`src/rtl/ntsc_aa_pkg.sv`:
```
// shared constants, types and helper functions of the ntsc artifact accumulator
`default_nettype none

package ntsc_aa_pkg;

  localparam int LANES           = 8;
  localparam int LANE_BITS       = $clog2(LANES);
  localparam int VECTORS_PER_COLOUR = 16;
  localparam int VEC_BITS        = $clog2(VECTORS_PER_COLOUR);
  localparam int COLOURS_DEFAULT = 256;
  localparam int PIX_W           = 8;
  localparam int ADDR_W          = PIX_W + VEC_BITS + LANE_BITS;
  localparam int ACC_W           = 16;
  localparam int BYTE_W          = 8;
  localparam int CMD_W           = 2;
  localparam int PIXELS          = 4;
  // each pixel owns a slot of four vectors, of which the first three are used
  localparam int VEC_SLOT        = 4;
  localparam int TAPS            = 3;
  localparam int SQ_SHIFT        = 4;
  localparam int QUEUE_DEPTH     = 8;

  localparam logic [CMD_W-1:0] CMD_LOAD  = 2'd0;
  localparam logic [CMD_W-1:0] CMD_GROUP = 2'd1;
  localparam logic [CMD_W-1:0] CMD_FLUSH = 2'd2;

  typedef struct packed {
    logic                en;
    logic [PIX_W-1:0]    colour;
    logic [VEC_BITS-1:0] vec;
    logic [ACC_W-1:0]    value;
  } tbl_wr_t;

  typedef struct packed {
    logic                         en;
    logic [PIXELS-1:0][PIX_W-1:0] colour;
  } tbl_rd_t;

  typedef struct packed {
    logic group;
    logic flush;
  } acc_op_t;

  typedef struct packed {
    logic [LANES-1:0][BYTE_W-1:0] lane_byte;
    logic                         last;
  } result_t;

  // arithmetic shift by four, clamped to a byte
  function automatic logic [BYTE_W-1:0] squash(input logic [ACC_W-1:0] a);
    logic [ACC_W-SQ_SHIFT-1:0] s;
    s = a[ACC_W-1:SQ_SHIFT];
    if (a[ACC_W-1]) begin
      return '0;
    end else if (s > {{(ACC_W-SQ_SHIFT-BYTE_W){1'b0}}, {BYTE_W{1'b1}}}) begin
      return '1;
    end else begin
      return s[BYTE_W-1:0];
    end
  endfunction

endpackage

`default_nettype wire

```
`src/rtl/ntsc_aa_merge.sv`:
```
// result queue that merges lane bytes into beats, up to two writes per cycle
`default_nettype none

module ntsc_aa_merge (
  input  logic                clk,
  input  logic                rst,
  input  logic                push_one,
  input  logic                push_two,
  input  ntsc_aa_pkg::result_t first,
  input  ntsc_aa_pkg::result_t second,
  input  logic [1:0]          busy,
  output logic                room,
  output logic                head_valid,
  output ntsc_aa_pkg::result_t head,
  input  logic                head_take
);

  localparam int DEPTH = ntsc_aa_pkg::QUEUE_DEPTH;
  localparam int PTR_W = $clog2(DEPTH);
  localparam int CNT_W = $clog2(DEPTH + 1);
  localparam int SUM_W = CNT_W + 3;

  ntsc_aa_pkg::result_t entry [DEPTH];

  logic [PTR_W-1:0] wr_ptr;
  logic [PTR_W-1:0] rd_ptr;
  logic [CNT_W-1:0] count;
  logic [CNT_W-1:0] count_next;
  logic             pop;
  logic [SUM_W-1:0] worst;

  assign pop        = head_valid && head_take;
  assign head_valid = (count != '0);
  assign head       = entry[rd_ptr];

  // each item still in the lanes may yet bring two beats, so does the next one
  assign worst = SUM_W'(count) + SUM_W'({busy, 1'b0}) + SUM_W'(2);
  assign room  = (worst <= SUM_W'(DEPTH));

  always_comb begin
    count_next = count + CNT_W'(push_one) + CNT_W'(push_two) - CNT_W'(pop);
  end

  always_ff @(posedge clk) begin
    if (push_one) begin
      entry[wr_ptr] <= first;
    end
    if (push_two) begin
      entry[wr_ptr + PTR_W'(1)] <= second;
    end
  end

  always_ff @(posedge clk) begin
    if (rst) begin
      wr_ptr <= '0;
      rd_ptr <= '0;
      count  <= '0;
    end else begin
      wr_ptr <= wr_ptr + PTR_W'(push_one) + PTR_W'(push_two);
      rd_ptr <= rd_ptr + PTR_W'(pop);
      count  <= count_next;
    end
  end

endmodule

`default_nettype wire

```
`config.mk`:
```
export PLATFORM = sky130hd
export DESIGN_NAME = ntsc_aa_merge
export DESIGN_NICKNAME = d
export VERILOG_FILES = /design/src/rtl/ntsc_aa_pkg.sv /design/src/rtl/ntsc_aa_merge.sv
export SDC_FILE = /design/constraint.sdc
export NUM_CORES = 1
export LEC_CHECK = 0
export BUFFER_PORTS_ARGS = -buffer_cell sky130_fd_sc_hd__buf_2
export CAP_MARGIN = 20
export CORE_UTILIZATION = 29
export DETAILED_ROUTE_END_ITERATION = 16
export SLEW_MARGIN = 20
export SYNTH_ARGS = -nofsm -noshare
export SYNTH_HDL_FRONTEND = slang
export SYNTH_SLANG_ARGS = --single-unit
```
`constraint.sdc`:
```
create_clock -name clk -period 8.8 [get_ports clk]
set_input_delay 0 -clock clk [delete_from_list [all_inputs] [get_ports clk]]
set_output_delay 0 -clock clk [all_outputs]
set_load 0.05 [all_outputs]
```
==> impl_metrics.ini <==
[detailed_routing]
wl_per_cell_um = 24.0
ant_nets = 0
drc_errors = 0
avgViaCountPerCell = 4.95
routed_wl_mm = 72.9
first_pass_iters = 5
vias = 15000
drt-initial-drc-count = 930

[clock_tree]
clk_path_buf_depth = 3
cts_inserted_buffers = 54
clock_latency_ns = 0.60
clock-root-buffer = clkbuf_16
post_cts_buffers = 0
cts_max_level = 2
cts_tree = yes
path_clk_slew_ns = 0.06
clkSinkCount = 530

[timing]
fin_crit_sh_pct = 45.3
skew_ns = 0.0116
slew_headroom_pct = 34.1
hold_viol = 0
timing.hold.ws_ns = 0.0767
rsz0062_at_grt = false
worstMarginPinSlew_ns = 0.988
finalWorstSetupSlack_ns = 4.82
fmax_ghz = 0.251
drv_slew = 0
tns_ns = 0
finalCriticalPeriod_ns = 3.98
setup_viol = 0

[worst_setup_path]
path_max_fanout = 45
startpoint = rd_ptr[1]$_SDFF_PP0_
endpoint_kind = output port
cp.arrival_ns = 3.98
required_ns = 8.80
timing.rr.start = wr_ptr[0]$_SDFF_PP0_
path_class = flop to output port
start_kind = flop

[synthesis]
yosys.area_share.simple_pct = 0.640
synth_xor_area_share_pct = 0.223
synth_edf_count = 520
seq_area_frac_synth_pct = 59.9
ys_ff_latch = 530
netlist_area_mm2 = 0.0264
syn_inst = 1417
synth-main-ff-cell = edfxtp_1
yosysUniqueCellTypes = 31
synthAdderAreaFrac_pct = 0.825
postSynthAreaPerCell_um2 = 18.6
synth.area.mux_share_pct = 36.1
synth_nets = 1569
yosysWarnings = 0
synth_top_family_by_area = multiplexers
async_flop_share_pct = 0
synth-compound-area-share_pct = 0.299

[final_layout]
drive_gt1_share_pct = 56.3
post-route-util_pct = 36.0
seq_area_mm2 = 0.0158
fin_cells = 3034
multi_input_area_mm2 = 0.0102
layout.nets = 1966
area_growth_pct = 23.0
final_area_mm2 = 0.0325
nFillCells = 8435

[global_routing]
grt_overflow = 0
grt_usage_pct = 15.7
grt_max_degree = 53
first_global_vias = 16500
grt_pass1_wl_mm = 109
antenna_found_initial = 8

[placement]
place_inst = 2735
routabilityCongestion = 0.715
placed_area_mm2 = 0.0288
place_hpwl_mm = 40.8
dp_slack_ns = 5.36
place.port_buffers = 203

[pwr]
p_leak_nw = 10.6
irDropWorstVdd_uv = 133
design_power_total_mw = 7.69
power_density_mw_per_mm2 = 237

[die]
floorplan.die_area_mm2 = 0.0922
coreArea_mm2 = 0.0901
die_h_um = 304
ios = 204
rows = 110
die_w_um = 304
initial_utilization_pct = 29.3

[run]
drv_cap = 0

[min_path]
worstHoldStart = head_take
hold_class = input port to flop

[status]
status = complete, no violations
placed cells by master, fill, tap and decap left out, types with 2 or more instances in the layout:
cell type and instances:
diode_2 2, fa_1 4, mux4_2 130, nand2_4 2, a21oi_1 3, bufinv_16 3
inv_1 11, clkinv_1 11, o21ai_4 2, ha_1 11, clkbuf_8 2, o32ai_4 2
clkbuf_1 18, nor2_4 4, dlygate4sd3_1 199, o22ai_4 2, nand2_1 5, dfxtp_1 7
nand2b_1 3, nand3_1 2, edfxtp_1 520, dfxtp_4 3, mux2_2 585, o21bai_4 2
buf_4 35, clkbuf_16 55, nor2_1 6, nor2b_1 5, clkinv_2 7, buf_2 203
xnor2_1 3
synthesized netlist by cell type, types with 4 or more instances:
library cell / instances / area [um^2]
nor2b_1: 5 / 31.3
buf_1: 10 / 37.5
fa_1: 4 / 80.1
nand2_1: 7 / 26.3
inv_1: 11 / 41.3
mux4_2: 130 / 2930
clkbuf_1: 13 / 48.8
buf_2: 55 / 275
mux2_2: 585 / 6590
buf_4: 18 / 135
ha_1: 11 / 138
edfxtp_1: 520 / 15600
nor2_1: 10 / 37.5
dfxtp_1: 10 / 200
where the power goes:
part           internal [mW]  switching (mW)  leakage, nW
Combinational          0.885            1.40         4.95
Clock                   1.25           0.953        0.805
Sequential              3.10           0.109         4.86
critical path, cell delays in order, from the launching register on:
cell and delay [ns]:
dfxtp_4 0.55, buf_4 0.62, buf_4 0.90, mux4_2 0.66
mux2_2 0.33, buf_2 0.22
final timing paths:
path              depth (start not counted)  slack (ns)                      to
setup reg to reg                          7        4.86  entry[3][19]$_DFFE_PP_
setup / recovery                          5        4.82                 head[6]
hold / removal                            5        0.08    rd_ptr[1]$_SDFF_PP0_
hold reg to reg                           2        0.70    wr_ptr[1]$_SDFF_PP0_
logic make-up (layout without fill, tap and decap cells):
logic type,after synthesis,after routing
mux,715,715
flops,530,530
buf+inv,107,546
simple gates,33,33
fa+ha+maj,15,15
compound gates,12,12
xor+xnor,5,5
other cells,0,2
registers in the layout, summed over array words and instances (netlist names):
signal	cells
rd_ptr	3
wr_ptr	3
count	4
entry	520
layer usage:
layer / track usage (%) / share of wire, % / vias to the layer above
met4: 3.46 / 1.8 / 8
met1: 21.0 / 44 / 7949
met2: 26.7 / 49 / 368
li1: - / - / 6617
met3: 2.70 / 4.6 / 89
met5: 0 / 0.067 / -
area by class of cell:
class | instances | share of cell area (%)
flip-flops and latches | 530 | 48.7
multi-input cells | 780 | 31.4
repair buffers | 437 | 10.1
clock buffers | 75 | 4.53
well taps | 1176 | 4.53
clock inverters | 23 | 0.563
inverters | 11 | 0.127
diodes | 2 | 0.0154
repair_timing:
action                                 in CTS  in global routing
gates resized for setup                     0                  0
hold buffers                              199                  0
endpoints found under the hold margin     530                  0
No activity file was read; power rests on OpenSTA's default activity.
